[src/hdl/fprc_pkg.sv]
// shared types, constants and the crc-16 byte update for the framed packet receiver
// no dependencies; compiled first

package fprc_pkg;

    localparam int ByteWidth  = 8;
    localparam int WordWidth  = 16;
    localparam int CfgIdxWidth = 8;

    localparam logic [WordWidth-1:0] CrcPoly = 16'h1021;
    localparam logic [WordWidth-1:0] CrcInit = 16'hFFFF;
    localparam logic [WordWidth-1:0] CrcTop  = 16'h8000;

    localparam logic [ByteWidth-1:0] StartDelimReset = 8'd126;
    localparam logic [ByteWidth-1:0] EndDelimReset   = 8'd127;

    // configuration register indexes
    localparam logic [CfgIdxWidth-1:0] CFG_START_DELIM = 8'd0;
    localparam logic [CfgIdxWidth-1:0] CFG_END_DELIM   = 8'd1;

    // parse phases
    localparam logic [2:0] PH_START   = 3'd0;
    localparam logic [2:0] PH_TYPE    = 3'd1;
    localparam logic [2:0] PH_LEN_HI  = 3'd2;
    localparam logic [2:0] PH_LEN_LO  = 3'd3;
    localparam logic [2:0] PH_PAYLOAD = 3'd4;
    localparam logic [2:0] PH_CRC_HI  = 3'd5;
    localparam logic [2:0] PH_CRC_LO  = 3'd6;
    localparam logic [2:0] PH_END     = 3'd7;

    // frame verdicts
    localparam logic [1:0] ST_NONE    = 2'd0;
    localparam logic [1:0] ST_GOOD    = 2'd1;
    localparam logic [1:0] ST_CRC_BAD = 2'd2;
    localparam logic [1:0] ST_END_BAD = 2'd3;

    typedef struct packed {
        logic [ByteWidth-1:0] start_delimiter;
        logic [ByteWidth-1:0] end_delimiter;
    } cfg_t;

    typedef struct packed {
        logic                 payload_valid;
        logic [ByteWidth-1:0] payload_byte;
        logic [WordWidth-1:0] payload_index;
        logic [ByteWidth-1:0] msg_type;
        logic [WordWidth-1:0] frame_length;
        logic [1:0]           frame_status;
    } result_t;

    typedef struct packed {
        logic [2:0] phase;
    } parse_status_t;

    // msb-first crc-16 update over one byte
    function automatic logic [WordWidth-1:0] crc_byte(
        input logic [WordWidth-1:0] c,
        input logic [ByteWidth-1:0] d
    );
        logic [WordWidth-1:0] v;
        v = c ^ {d, 8'h00};
        for (int k = 0; k < ByteWidth; k++)
        begin
            if ((v & CrcTop) != '0)
                v = {v[WordWidth-2:0], 1'b0} ^ CrcPoly;
            else
                v = {v[WordWidth-2:0], 1'b0};
        end
        return v;
    endfunction

endpackage

[src/hdl/fprc_ifs.sv]
// valid/ready channel interfaces: received bytes, results and register writes
// depends on fprc_pkg

interface fprc_in_if;
    import fprc_pkg::*;
    logic                 valid;
    logic                 ready;
    logic [ByteWidth-1:0] rx_byte;
    modport source (output valid, output rx_byte, input ready);
    modport sink (input valid, input rx_byte, output ready);
endinterface

interface fprc_out_if;
    import fprc_pkg::*;
    logic                 valid;
    logic                 ready;
    logic                 payload_valid;
    logic [ByteWidth-1:0] payload_byte;
    logic [WordWidth-1:0] payload_index;
    logic [ByteWidth-1:0] msg_type;
    logic [WordWidth-1:0] frame_length;
    logic [1:0]           frame_status;
    modport source (
        output valid, output payload_valid, output payload_byte, output payload_index,
        output msg_type, output frame_length, output frame_status, input ready
    );
    modport sink (
        input valid, input payload_valid, input payload_byte, input payload_index,
        input msg_type, input frame_length, input frame_status, output ready
    );
endinterface

interface fprc_cfg_if;
    import fprc_pkg::*;
    logic                   valid;
    logic                   ready;
    logic [CfgIdxWidth-1:0] index;
    logic [ByteWidth-1:0]   data;
    modport source (output valid, output index, output data, input ready);
    modport sink (input valid, input index, input data, output ready);
endinterface

[src/hdl/fprc_parser.sv]
// frame parser: phase, held fields, payload count and running crc
// depends on fprc_pkg; produces the result for the byte being taken

module fprc_parser (
    input  logic                     clk,
    input  logic                     rst_n,
    input  logic                     take,
    input  logic [7:0]               rx_byte,
    input  fprc_pkg::cfg_t           cfg,
    output fprc_pkg::result_t        result,
    output fprc_pkg::parse_status_t  status
);
    import fprc_pkg::*;

    logic [2:0]           phase_reg, phase_next;
    logic [ByteWidth-1:0] type_reg, type_next;
    logic [WordWidth-1:0] length_reg, length_next;
    logic [WordWidth-1:0] count_reg, count_next;
    logic [WordWidth-1:0] rx_crc_reg, rx_crc_next;
    logic [WordWidth-1:0] run_crc_reg, run_crc_next;
    logic [WordWidth-1:0] crc_upd;
    logic [WordWidth-1:0] count_inc;
    logic [1:0]           verdict;

    assign crc_upd   = crc_byte(run_crc_reg, rx_byte);
    assign count_inc = count_reg + 16'd1;

    always_comb
    begin
        phase_next   = phase_reg;
        type_next    = type_reg;
        length_next  = length_reg;
        count_next   = count_reg;
        rx_crc_next  = rx_crc_reg;
        run_crc_next = run_crc_reg;
        verdict      = ST_NONE;
        result       = '0;

        case (phase_reg)
            PH_START:
            begin
                if (rx_byte == cfg.start_delimiter)
                    phase_next = PH_TYPE;
            end
            PH_TYPE:
            begin
                type_next    = rx_byte;
                run_crc_next = crc_upd;
                phase_next   = PH_LEN_HI;
            end
            PH_LEN_HI:
            begin
                length_next  = {rx_byte, 8'h00};
                run_crc_next = crc_upd;
                phase_next   = PH_LEN_LO;
            end
            PH_LEN_LO:
            begin
                length_next  = {length_reg[15:8], rx_byte};
                run_crc_next = crc_upd;
                count_next   = '0;
                phase_next   = (length_next == '0) ? PH_CRC_HI : PH_PAYLOAD;
            end
            PH_PAYLOAD:
            begin
                result.payload_valid = 1'b1;
                result.payload_byte  = rx_byte;
                result.payload_index = count_reg;
                run_crc_next         = crc_upd;
                count_next           = count_inc;
                if (count_inc >= length_reg)
                    phase_next = PH_CRC_HI;
            end
            PH_CRC_HI:
            begin
                rx_crc_next = {rx_byte, 8'h00};
                phase_next  = PH_CRC_LO;
            end
            PH_CRC_LO:
            begin
                rx_crc_next = {rx_crc_reg[15:8], rx_byte};
                phase_next  = PH_END;
            end
            PH_END:
            begin
                if (rx_byte != cfg.end_delimiter)
                    verdict = ST_END_BAD;
                else if (run_crc_reg == rx_crc_reg)
                    verdict = ST_GOOD;
                else
                    verdict = ST_CRC_BAD;
            end
            default:
            begin
                phase_next = PH_START;
            end
        endcase

        result.msg_type     = type_next;
        result.frame_length = length_next;
        result.frame_status = verdict;

        // frame done: back to reset values
        if (verdict != ST_NONE)
        begin
            phase_next   = PH_START;
            type_next    = '0;
            length_next  = '0;
            count_next   = '0;
            rx_crc_next  = CrcInit;
            run_crc_next = CrcInit;
        end
    end

    assign status.phase = phase_reg;

    always_ff @(posedge clk or negedge rst_n)
    begin
        if (!rst_n)
        begin
            phase_reg   <= PH_START;
            type_reg    <= '0;
            length_reg  <= '0;
            count_reg   <= '0;
            rx_crc_reg  <= CrcInit;
            run_crc_reg <= CrcInit;
        end
        else if (take)
        begin
            phase_reg   <= phase_next;
            type_reg    <= type_next;
            length_reg  <= length_next;
            count_reg   <= count_next;
            rx_crc_reg  <= rx_crc_next;
            run_crc_reg <= run_crc_next;
        end
    end

endmodule

[src/hdl/fprc_out_stage.sv]
// result register between the parser and the result channel
// depends on fprc_pkg and fprc_out_if

module fprc_out_stage (
    input  logic              clk,
    input  logic              rst_n,
    input  logic              load,
    input  fprc_pkg::result_t data,
    output logic              can_load,
    fprc_out_if.source        res
);
    import fprc_pkg::*;

    logic    valid_reg, valid_next;
    result_t data_reg;

    assign can_load   = !valid_reg || res.ready;
    assign valid_next = load || (valid_reg && !res.ready);

    always_ff @(posedge clk or negedge rst_n)
    begin
        if (!rst_n)
            valid_reg <= 1'b0;
        else
            valid_reg <= valid_next;
    end

    always_ff @(posedge clk)
    begin
        if (load)
            data_reg <= data;
    end

    assign res.valid         = valid_reg;
    assign res.payload_valid = data_reg.payload_valid;
    assign res.payload_byte  = data_reg.payload_byte;
    assign res.payload_index = data_reg.payload_index;
    assign res.msg_type      = data_reg.msg_type;
    assign res.frame_length  = data_reg.frame_length;
    assign res.frame_status  = data_reg.frame_status;

endmodule

[src/hdl/framed_packet_receiver_crc16_core.sv]
// top level of the framed packet receiver with crc-16 check
// depends on fprc_pkg, fprc_ifs, fprc_parser and fprc_out_stage
//
// channel | dir | carries                                   | accepted when
// rx      | in  | rx_byte                                   | rx.valid && rx.ready
// res     | out | payload fields, msg_type, length, status  | res.valid && res.ready
// cfg     | in  | index, data (0 start, 1 end delimiter)    | cfg.valid && cfg.ready
//
// one item per cycle unless res stalls; each taken byte gives one result item next cycle
// phase decode and the crc compare sit between the parser state and the result register
// rx.ready drops only while the result register is full and res.ready is low
// cfg.ready is always high; rst_n resets phase, crc and counters and restores both delimiters

module framed_packet_receiver_crc16_core (
    input  logic        clk,
    input  logic        rst_n,
    fprc_in_if.sink     rx,
    fprc_out_if.source  res,
    fprc_cfg_if.sink    cfg
);
    import fprc_pkg::*;

    cfg_t          cfg_reg, cfg_next;
    result_t       parse_result;
    parse_status_t parse_status;
    logic          can_load;
    logic          take;

    assign cfg.ready = 1'b1;
    assign rx.ready  = can_load;
    assign take      = rx.valid && can_load;

    always_comb
    begin
        cfg_next = cfg_reg;
        if (cfg.valid)
        begin
            case (cfg.index)
                CFG_START_DELIM: cfg_next.start_delimiter = cfg.data;
                CFG_END_DELIM:   cfg_next.end_delimiter   = cfg.data;
                default:         cfg_next = cfg_reg;
            endcase
        end
    end

    always_ff @(posedge clk or negedge rst_n)
    begin
        if (!rst_n)
        begin
            cfg_reg.start_delimiter <= StartDelimReset;
            cfg_reg.end_delimiter   <= EndDelimReset;
        end
        else
        begin
            cfg_reg <= cfg_next;
        end
    end

    fprc_parser u_parser (
        .clk     (clk),
        .rst_n   (rst_n),
        .take    (take),
        .rx_byte (rx.rx_byte),
        .cfg     (cfg_reg),
        .result  (parse_result),
        .status  (parse_status)
    );

    fprc_out_stage u_out (
        .clk      (clk),
        .rst_n    (rst_n),
        .load     (take),
        .data     (parse_result),
        .can_load (can_load),
        .res      (res)
    );

    // end byte always closes the frame
    assert property (@(posedge clk) disable iff (!rst_n)
        take && parse_status.phase == PH_END |=> parse_status.phase == PH_START)
        else $error("parser did not return to start after end byte");

    // a verdict never comes with a payload byte
    assert property (@(posedge clk) disable iff (!rst_n)
        res.valid && res.frame_status != ST_NONE |-> !res.payload_valid)
        else $error("verdict and payload byte in one item");

    // payload index stays below the announced length
    assert property (@(posedge clk) disable iff (!rst_n)
        res.valid && res.payload_valid |-> res.payload_index < res.frame_length)
        else $error("payload index beyond frame length");

    // input stalls only behind a blocked result
    assert property (@(posedge clk) disable iff (!rst_n)
        !rx.ready |-> res.valid && !res.ready)
        else $error("input stalled without output back-pressure");

endmodule

[src/flat_wrapper.sv]
// flat-port wrapper written by rule: the top's interface ports become plain ports
module framed_packet_receiver_crc16_core_flat import fprc_pkg::*;
  (clk, rst_n, rx_valid, rx_rx_byte, rx_ready, res_valid, res_payload_valid, res_payload_byte, res_payload_index, res_msg_type, res_frame_length, res_frame_status, res_ready, cfg_valid, cfg_index, cfg_data, cfg_ready);
  fprc_in_if rx_i ();
  fprc_out_if res_i ();
  fprc_cfg_if cfg_i ();
  input  logic clk;
  input  logic rst_n;
  input wire logic [$bits(rx_i.valid)-1:0] rx_valid;
  input wire logic [$bits(rx_i.rx_byte)-1:0] rx_rx_byte;
  output wire logic [$bits(rx_i.ready)-1:0] rx_ready;
  output wire logic [$bits(res_i.valid)-1:0] res_valid;
  output wire logic [$bits(res_i.payload_valid)-1:0] res_payload_valid;
  output wire logic [$bits(res_i.payload_byte)-1:0] res_payload_byte;
  output wire logic [$bits(res_i.payload_index)-1:0] res_payload_index;
  output wire logic [$bits(res_i.msg_type)-1:0] res_msg_type;
  output wire logic [$bits(res_i.frame_length)-1:0] res_frame_length;
  output wire logic [$bits(res_i.frame_status)-1:0] res_frame_status;
  input wire logic [$bits(res_i.ready)-1:0] res_ready;
  input wire logic [$bits(cfg_i.valid)-1:0] cfg_valid;
  input wire logic [$bits(cfg_i.index)-1:0] cfg_index;
  input wire logic [$bits(cfg_i.data)-1:0] cfg_data;
  output wire logic [$bits(cfg_i.ready)-1:0] cfg_ready;
  assign rx_i.valid = rx_valid;
  assign rx_i.rx_byte = rx_rx_byte;
  assign rx_ready = rx_i.ready;
  assign res_valid = res_i.valid;
  assign res_payload_valid = res_i.payload_valid;
  assign res_payload_byte = res_i.payload_byte;
  assign res_payload_index = res_i.payload_index;
  assign res_msg_type = res_i.msg_type;
  assign res_frame_length = res_i.frame_length;
  assign res_frame_status = res_i.frame_status;
  assign res_i.ready = res_ready;
  assign cfg_i.valid = cfg_valid;
  assign cfg_i.index = cfg_index;
  assign cfg_i.data = cfg_data;
  assign cfg_ready = cfg_i.ready;
  framed_packet_receiver_crc16_core u_core (.clk(clk), .rst_n(rst_n), .rx(rx_i), .res(res_i), .cfg(cfg_i));
endmodule
[config.mk]
export PLATFORM = sky130hd
export DESIGN_NAME = framed_packet_receiver_crc16_core_flat
export DESIGN_NICKNAME = d
export VERILOG_FILES = /design/src/hdl/fprc_pkg.sv /design/src/hdl/fprc_ifs.sv /design/src/hdl/fprc_parser.sv /design/src/hdl/fprc_out_stage.sv /design/src/hdl/framed_packet_receiver_crc16_core.sv /design/src/flat_wrapper.sv
export SDC_FILE = /design/constraint.sdc
export NUM_CORES = 1
export LEC_CHECK = 0
export BUFFER_PORTS_ARGS = -buffer_cell sky130_fd_sc_hd__clkbuf_2
export CORE_MARGIN = 5
export CORE_UTILIZATION = 59
export DETAILED_ROUTE_END_ITERATION = 10
export PLACE_DENSITY = 0.84
export SKIP_LAST_GASP = 1
export SYNTH_ARGS = -nofsm -noshare
export SYNTH_HDL_FRONTEND = slang
export SYNTH_SLANG_ARGS = --single-unit
export TNS_END_PERCENT = 30
[constraint.sdc]
create_clock -name clk -period 3.15 [get_ports clk]
set_input_delay 0.945 -clock clk [delete_from_list [all_inputs] [get_ports clk]]
set_output_delay 0.945 -clock clk [all_outputs]
set_load 0.05 [all_outputs]
==> results of run 1 <==
[how the worst max path moves through the flow]
stage | endpoint | slack, ps | from
6_report | u_core.u_parser.status[0]$_DFFE_PN0P_ | 320 | u_core.u_parser.count_reg[0]$_DFFE_PN0P_
5_1_grt | u_core.u_parser.status[0]$_DFFE_PN0P_ | 120 | u_core.u_parser.count_reg[0]$_DFFE_PN0P_
4_1_cts | u_core.u_parser.status[0]$_DFFE_PN0P_ | 350 | u_core.u_parser.count_reg[0]$_DFFE_PN0P_
3_5_place_dp | u_core.u_parser.type_reg[3]$_DFFE_PN0P_ | 310 | res_ready
3_3_place_gp | u_core.u_parser.status[0]$_DFFE_PN0P_ | 460 | u_core.u_parser.count_reg[0]$_DFFE_PN0P_
2_1_floorplan | u_core.u_parser.rx_crc_reg[14]$_DFFE_PN1P_ | 420 | res_ready
[power groups by stage]
stage | sequential [mW] | clock, mW | combinational (mW)
2_1_floorplan | 3.34 | 0 | 1.83
3_3_place_gp | 3.09 | 0 | 2.60
3_5_place_dp | 3.13 | 0 | 2.73
6_report | 3.12 | 2.26 | 2.78
4_1_cts | 3.11 | 2.27 | 2.77
5_1_grt | 3.19 | 2.37 | 3.06
[cell families after synthesis]
kind of cell	synth area share (%)
fa+ha+maj	2.99
simple gates	13.6
buf+inv	3.30
other cells	0.0527
compound gates	12.7
mux	3.80
xor+xnor	8.86
flops	54.6
[layout make-up]
type / instances / area share (%)
Multi-Input combinational cell: 444 / 35.9
Sequential cell: 143 / 46.7
Timing Repair Buffer: 95 / 6.31
Clock inverter: 15 / 2.90
Inverter: 19 / 0.856
Tap cell: 147 / 2.21
Clock buffer: 17 / 5.11
[metrics by stage]
stage	instances	utilization (%)	hold WS [ps]
2_1_floorplan	642	-	464
3_3_place_gp	848	64.4	473
3_5_place_dp	848	64.4	480
4_1_cts	880	70.0	488
5_1_grt	880	70.0	516
6_report	880	70.0	484
[cells in the mapped netlist, drive strengths merged, types with 12 or more instances]
cell type  instances
nand2             75
xor2              43
clkbuf            24
and3              26
inv               19
mux2              24
o21ai             64
xnor2             29
nor2              38
nand3             15
a22o              15
dfstp             45
o22a              16
dfrtp             47
a22oi             16
edfxtp            51
ha                17
buf               12
[layer usage]
layer,up-vias,GRT usage [%],wire [um]
li1,2450,-,-
met4,0,9.66,391
met1,2639,30.9,6860
met3,38,6.08,1190
met2,261,39.2,8130
met5,-,0,0
[placed cells by master (no fill, tap or decap), drive strengths merged, types with 2 or more instances in the layout]
cell type and n:
nand3 15, bufinv 6, edfxtp 51, o22a 16, a21o 5, clkinvlp 4
nand4 10, xor2 43, clkinv 4, o31ai 4, a22oi 16, a22o 15
a211oi 5, xnor2 29, ha 17, clkbuf 97, nor4 11, nor2b 2
nor3 7, nand2 75, o21ai 64, inv 20, mux2 24, buf 15
nand2b 5, dfstp 45, and3 26, nor2 38, dfrtp 47, a21oi 5
[worst reg2reg max path: cells and delay by family, from the launching register on]
| kind | cells | cell delay, ps |
|---|---|---|
| AO/OA/AOI/OAI | 4 | 750 |
| AND/OR/NAND/NOR | 4 | 720 |
| adder cells (fa/ha/maj) | 2 | 590 |
| flip-flops | 1 | 480 |
| XOR/XNOR | 1 | 190 |
==> flow_summary.ini, run 1 <==
[timing]
finalSetupViolations = 0
worst_pin_slew_ps = 1060
slew-limit-headroom_pct = 29.0
setup_ws_ps = 322
drv_slew = 0
max_freq_mhz = 354
final.min_clock_period_ps = 2830
rsz0062_at_grt = false
hold_viol_final = 0
tns_ps = 0
post-route-period-util_pct = 89.8
skew_ps = 6.73

[critical_path]
cp_slowest_cell = dfrtp_1
worstReg2RegEnd = u_core.u_parser.status[0]$_DFFE_PN0P_
end_kind = register
cp_top_family = compound AO/OA/AOI/OAI gates
cp.required_ps = 3450
crit_buf_inv = 0
path_common_cell = ha_1
r2r_start = u_core.u_parser.count_reg[0]$_DFFE_PN0P_
cp.depth = 11
start_kind = register
r2r_slack_ps = 320
crit_chain = ha_1, nand3_1, nor3_1, xor2_1, ha_1, a21o_1, nand2_1, a41oi_1, a211oi_2, nor2_1, o22a_1
slowest_delay_ps = 480
r2r_cells = 11
path_class = register to register
cp.arrival_ps = 3130
cp_max_fo = 8

[power_and_ir_drop]
leakagePower_nw = 3.64
clkPwrFrac_pct = 27.7
peakVddDrop_mv = 0.498
p_seq_share_pct = 38.2
switchingPower_mw = 2.99
p_total_mw = 8.17
p_int_mw = 5.17
power.share.combinational_pct = 34.1
power_density_nw_per_um2 = 980
p_sw_share_pct = 36.7

[clocking]
cts.clk_slew.worst_paths_ps = 60
cts_resized = 0
clk_latency_ps = 420
cts_buffers = 17
hold_buffers = 0
h-tree-depth = 4
cts_tree = built
cts_root_buf = clkbuf_16
cts_sinks = 143
post-cts-setup-buffers = 0
clock_path_buffers = 2

[yosys]
synth_edf_count = 51
yosysTopAreaCell = edfxtp_1
syn_area_per_cell_um2 = 11.1
synth_warnings = 0
syn_inst = 642
synth.top_cell.area_share_pct = 21.5
ys_types = 52
syn-num-nets = 688
async_flop_share_pct = 64.3
yosysSeqAreaShare_pct = 54.6
synth_flop_cell = edfxtp_1
synth.area.top_cells = edfxtp_1, dfstp_2, dfrtp_1
netlist_area_um2 = 7120
ys_seq_elements = 143

[global_routing]
overflow = 0
grt_max_degree = 49
grt_use_total_pct = 24.0
antenna_found_initial = 0
grt_pass1_wl_um = 27700
grt_pass1_vias = 5501

[finish]
n_antenna_cell = 0
n_fill_cell = 836
fin_nets = 766
regArea_um2 = 3890
area_growth_pct = 17.0
drive_gt1_share_pct = 29.1
multi_input_area_um2 = 3000
fin_area_um2 = 8330

[drt]
wl_per_cell_um = 18.8
detail-route-antenna-nets = 0
dr.pass1.iters = 6
wirelength_um = 16600
drtIter0Drc = 507
viasPerCell = 6.12
drc = 0
route.vias.total = 5388

[place]
pre_cts_ws_ps = 305
dpl_cell_area_um2 = 7670
gp_congestion = 0.886
portBuffers = 81
dp_hpwl_um = 11100

[run]
drv_cap = 0

[floorplanning]
die_area_um2 = 14400
die_h_um = 120
rows = 40
initial_core_util_pct = 59.8
dieWidth_um = 120
coreArea_um2 = 11900
pin_count = 83

[outcome]
status = complete, no violations

[worst_hold_path]
worstHoldPathType = register to register
hold_path.startpoint = u_core.u_parser.rx_crc_reg[5]$_DFFE_PN1P_
holdPathEnd = u_core.u_parser.rx_crc_reg[5]$_DFFE_PN1P_
min_path_cells = 2
(Power assumes the default switching activity.)
==> run 2, diff against run 1 <==
CORE_UTILIZATION = 53   (was 59)
PLACE_DENSITY = 0.79   (was 0.84)
clock period = 2.4 ns   (was 3.15 ns; I/O delays follow)
==> run 2 against run 1 <==
  * The flow now finishes with violations (negative setup slack)
  * Final cell count is 8.1% higher
  * Die area is 10% higher
  * Non-clock buffer count is 42 higher
  * Global-route usage is 1.6 points lower
  * Combinational power is 40% higher
  * Setup slack worse by 430 ps
  * Fmax is 13% higher
  * Routed wire length is 5.9% higher
  * Clock-buffer cell count is 1 higher
  * Cell area is 4.9% higher
  * Largest cell class unchanged
  * Highest routed layer unchanged
==> flow_summary.ini, run 2 (synthesized netlist as in run 1, its figures left out) <==
[outcome]
status = complete, but fails checks
violations = negative setup slack

[finish]
layout_commonest_cell = clkbuf_2
fin_nets = 808
drive_gt1_share_pct = 34.8
fin_util_pct = 66.3
final_cell_mix = clkbuf_2, nand2_1, o21ai_0
fin_area_um2 = 8740
n_antenna_cell = 0
area_growth_pct = 22.7

[power_and_ir_drop]
leakagePower_nw = 3.91
power_density_nw_per_um2 = 1200
peakVddDrop_mv = 0.605
p_total_mw = 10.4

[critical_path]
cp.arrival_ps = 2820
cp_max_fo = 5
start_kind = register
cp.required_ps = 2710
path_class = register to register
end_kind = register

[global_routing]
grt_use_total_pct = 22.4
grt_pass1_vias = 5598
overflow = 0
grt_max_degree = 39
antenna_found_initial = 0
grt_pass1_wl_um = 28300

[clocking]
hold_buffers = 0
clk_latency_ps = 430
cts_buffers = 17
cts_tree = built
clock_path_buffers = 2
cts.clk_slew.worst_paths_ps = 60
cts_root_buf = clkbuf_16
cts_sinks = 143
h-tree-depth = 4

[timing]
timing.hold.ws_ps = 248
post-route-period-util_pct = 104
drv_slew = 0
slew-limit-headroom_pct = 28.5
final.min_clock_period_ps = 2500
setup_ws_ps = -105
tns_ps = -105
finalSetupViolations = 1
worst_pin_slew_ps = 1060
max_freq_mhz = 399
rsz0062_at_grt = true
hold_viol_final = 0
skew_ps = 9.51

[floorplanning]
coreArea_um2 = 13200
die_area_um2 = 15900
dieWidth_um = 126
initial_core_util_pct = 54.0
pin_count = 83
die_h_um = 126
rows = 42

[drt]
highest_layer = met4
wl_per_cell_um = 18.5
routedLengthMet1_um = 7220
detail-route-antenna-nets = 0
dr.pass1.iters = 5
wirelength_um = 17500
wl_met3_um = 1300
route.vias.total = 5546
drc = 0
drtIter0Drc = 422
viasPerCell = 5.83
wl_met2_um = 8480

[place]
portBuffers = 81
dp_hpwl_um = 12000
gp_congestion = 0.910
dpl_cell_area_um2 = 7940

[run]
drv_cap = 0

[worst_hold_path]
worstHoldPathType = input pin to asynchronous set/reset pin
## run 2: changes by cell type in the layout (fill, tap and decap cells not counted), sizes merged
cell      previous run  this run
clkbuf              97        98
buf                 15        57
inv                 20        21
bufinv               6         2
clkinvlp             4         2
clkinv               4         8
## run 2: per-layer routing
layer	GRT usage, %	vias to the layer above
met5	0	-
met4	9.72	0
met2	36.3	263
met3	5.72	52
met1	28.7	2692
li1	-	2539
## run 2: final cells by class
type,count,area (um^2)
sequential,143,3890
fill,979,4450
multi-input combinational,444,3140
clock inverter,14,141
tap,176,220
clock buffer,18,429
inverter,19,71.3
timing repair buffer,137,845
## run 2: worst max-delay path: stages (launching register included)
cell and delay, ps:
dfrtp_1 440, buf_4 180, xor2_2 180, ha_1 310
a211oi_2 220, o21ai_1 100, a2111o_1 450, a211oi_2 230
nor2_1 60, o22a_1 220
## run 2: stage by stage
step,instances,worst slack [ps]
2_1_floorplan,642,-14.3
3_3_place_gp,908,-58.1
3_5_place_dp,908,-107
4_1_cts,945,-28.2
5_1_grt,951,-179
6_report,951,-105
## run 2: what timing repair did
item	CTS	global route
setup buffers	5	6
cloned	0	0
pin swaps	6	19
setup endpoints to repair	1	1
gates resized for setup	14	12
## run 2: power by group
group	internal [mW]	leakage, nW	switching (mW)
registers	3.48	1.57	0.546
logic	1.47	2.07	2.41
clock network	1.52	0.276	1.02
total	6.47	3.91	3.97
## run 2: final timing paths
kind / start / end / slack, ps / depth (start not counted)
worst min-delay path: rst_n / u_core.cfg_reg[8]$_DFFE_PN0P_ / 250 / 1
worst max-delay path: u_core.u_parser.count_reg[2]$_DFFE_PN0P_ / u_core.u_parser.status[0]$_DFFE_PN0P_ / -100 / 9
min in group clk: u_core.u_parser.rx_crc_reg[3]$_DFFE_PN1P_ / u_core.u_parser.rx_crc_reg[3]$_DFFE_PN1P_ / 480 / 2
max in group asynchronous: rst_n / u_core.u_parser.count_reg[0]$_DFFE_PN0P_ / 1470 / 2
worst max register to register: u_core.u_parser.count_reg[2]$_DFFE_PN0P_ / u_core.u_parser.status[0]$_DFFE_PN0P_ / -100 / 9
worst min register to register: u_core.u_parser.rx_crc_reg[3]$_DFFE_PN1P_ / u_core.u_parser.rx_crc_reg[3]$_DFFE_PN1P_ / 480 / 2
==> run 3, diff against run 2 <==
CORE_UTILIZATION = 59   (was 53)
PLACE_DENSITY = 0.84   (was 0.79)
SKIP_CTS_REPAIR_TIMING = 1   (was not set)
clock period = 2.8 ns   (was 2.4 ns; I/O delays follow)
==> run 3 against run 2 <==
  * Critical path depth stayed put
  * Combinational power is 17% lower
  * Register-to-register slack better by 200 ps
  * The run now ends clean
  * Hold slack better by 120 ps
  * Flip-flop and latch count stayed put
==> flow_summary.ini, run 3 (synthesized netlist as in run 1, its figures left out) <==
[clocking]
cts_buffers = 17
h-tree-depth = 4
cts.clk_slew.worst_paths_ps = 60
cts_tree = built
clk_latency_ps = 410
cts_sinks = 143
clock_path_buffers = 2
cts_root_buf = clkbuf_16

[timing]
timing.hold.ws_ps = 369
worst_pin_slew_ps = 1020
max_freq_mhz = 370
post-route-period-util_pct = 96.5
finalSetupViolations = 0
setup_ws_ps = 99.2
slew-limit-headroom_pct = 31.4
drv_slew = 0
skew_ps = 4.76
hold_viol_final = 0
final.min_clock_period_ps = 2700

[place]
portBuffers = 81
pre_cts_ws_ps = 124
gp_congestion = 0.856
dpl_cell_area_um2 = 7700
dp_hpwl_um = 11300
placedCellCount = 852

[floorplanning]
rows = 40
die_h_um = 120
dieWidth_um = 120
pin_count = 83
initial_core_util_pct = 59.8
coreArea_um2 = 11900
die_area_um2 = 14400

[drt]
drtIter0Drc = 480
viasPerCell = 6.14
route.vias.total = 5432
drc = 0
detail-route-antenna-nets = 0
wirelength_um = 17000
dr.pass1.iters = 7
wl_per_cell_um = 19.2

[power_and_ir_drop]
leakagePower_nw = 3.68
p_sw_share_pct = 37.5
power_density_nw_per_um2 = 1080
clkPwrFrac_pct = 25.6
p_seq_share_pct = 38.5
p_total_mw = 8.99
switchingPower_mw = 3.37
p_int_mw = 5.62
power.share.combinational_pct = 35.8
peakVddDrop_mv = 0.485

[finish]
n_fill_cell = 838
fin_nets = 771
multi_input_area_um2 = 3020
area_growth_pct = 17.3
drive_gt1_share_pct = 30.2
fin_area_um2 = 8350
layout_commonest_cell = clkbuf_2
layout.cells.non_filler = 885
n_antenna_cell = 0
final_cell_mix = clkbuf_2, nand2_1, o21ai_0
regArea_um2 = 3890

[global_routing]
grt_use_total_pct = 24.2
gr-usage-met2_pct = 38.8
grt_max_degree = 60
overflow = 0
grt.busiest_layer = met2
grt_pass1_vias = 5474
use_met1_pct = 32.3
grt_pass1_wl_um = 27600
antenna_found_initial = 0
grt_use_met3_pct = 5.04

[critical_path]
path_common_cell = a211oi_2
end_kind = register
cp_slowest_cell = a2111o_1
crit_chain = ha_2, xor2_1, ha_1, a211oi_2, o21ai_1, a2111o_1, a211oi_2, nor2_1, o22a_1
slowest_delay_ps = 470
cp_max_fo = 6
crit_buf_inv = 0
cp.required_ps = 3100
path_class = register to register
cp.arrival_ps = 3000
cp_top_family = compound AO/OA/AOI/OAI gates
start_kind = register

[run]
drv_cap = 0

[worst_hold_path]
worstHoldPathType = input pin to asynchronous set/reset pin

[outcome]
status = complete, no violations
[run 3: layout make-up]
type / instances / share of cell area, %
multi-input combinational: 444 / 36.2
sequential: 143 / 46.6
tap: 147 / 2.20
timing repair buffer: 100 / 6.74
clock buffer: 25 / 6.58
inverter: 19 / 0.854
clock inverter: 7 / 0.839
[run 3: through the flow]
| step | util [%] | TNS, ps |
|---|---|---|
| after CTS | 69.8 | 0 |
| after detailed placement | 64.6 | 0 |
| after global placement | 64.6 | 0 |
| after global routing | 70.1 | -4.30 |
| after floorplan | - | 0 |
| final | 70.1 | 0 |
[run 3: per-layer routing]
metal | wire [um] | share of wire, %
met1 | 7090 | 42
met2 | 8190 | 48
met3 | 1270 | 7.5
met4 | 461 | 2.7
met5 | 0 | 0
[run 3: final timing paths]
path | slack, ps | cells past startpoint | startpoint | to
max in group asynchronous | 1720 | 2 | rst_n | u_core.u_parser.run_crc_reg[4]$_DFFE_PN1P_
worst max register to register | 100 | 9 | u_core.u_parser.count_reg[1]$_DFFE_PN0P_ | u_core.u_parser.status[0]$_DFFE_PN0P_
worst max-delay path | 100 | 9 | u_core.u_parser.count_reg[1]$_DFFE_PN0P_ | u_core.u_parser.status[0]$_DFFE_PN0P_
worst min register to register | 500 | 2 | u_core.u_parser.rx_crc_reg[2]$_DFFE_PN1P_ | u_core.u_parser.rx_crc_reg[2]$_DFFE_PN1P_
worst min-delay path | 370 | 1 | rst_n | u_core.cfg_reg[8]$_DFFE_PN0P_
min in group clk | 500 | 2 | u_core.u_parser.rx_crc_reg[2]$_DFFE_PN1P_ | u_core.u_parser.rx_crc_reg[2]$_DFFE_PN1P_
[run 3: power by group through the flow]
stage | logic (mW) | clock network [mW] | registers [mW]
final | 3.22 | 2.30 | 3.47
after global routing | 3.53 | 2.42 | 3.53
after CTS | 3.20 | 2.33 | 3.45
after detailed placement | 3.13 | 0 | 3.47
after global placement | 3.00 | 0 | 3.43
after floorplan | 2.06 | 0 | 3.76
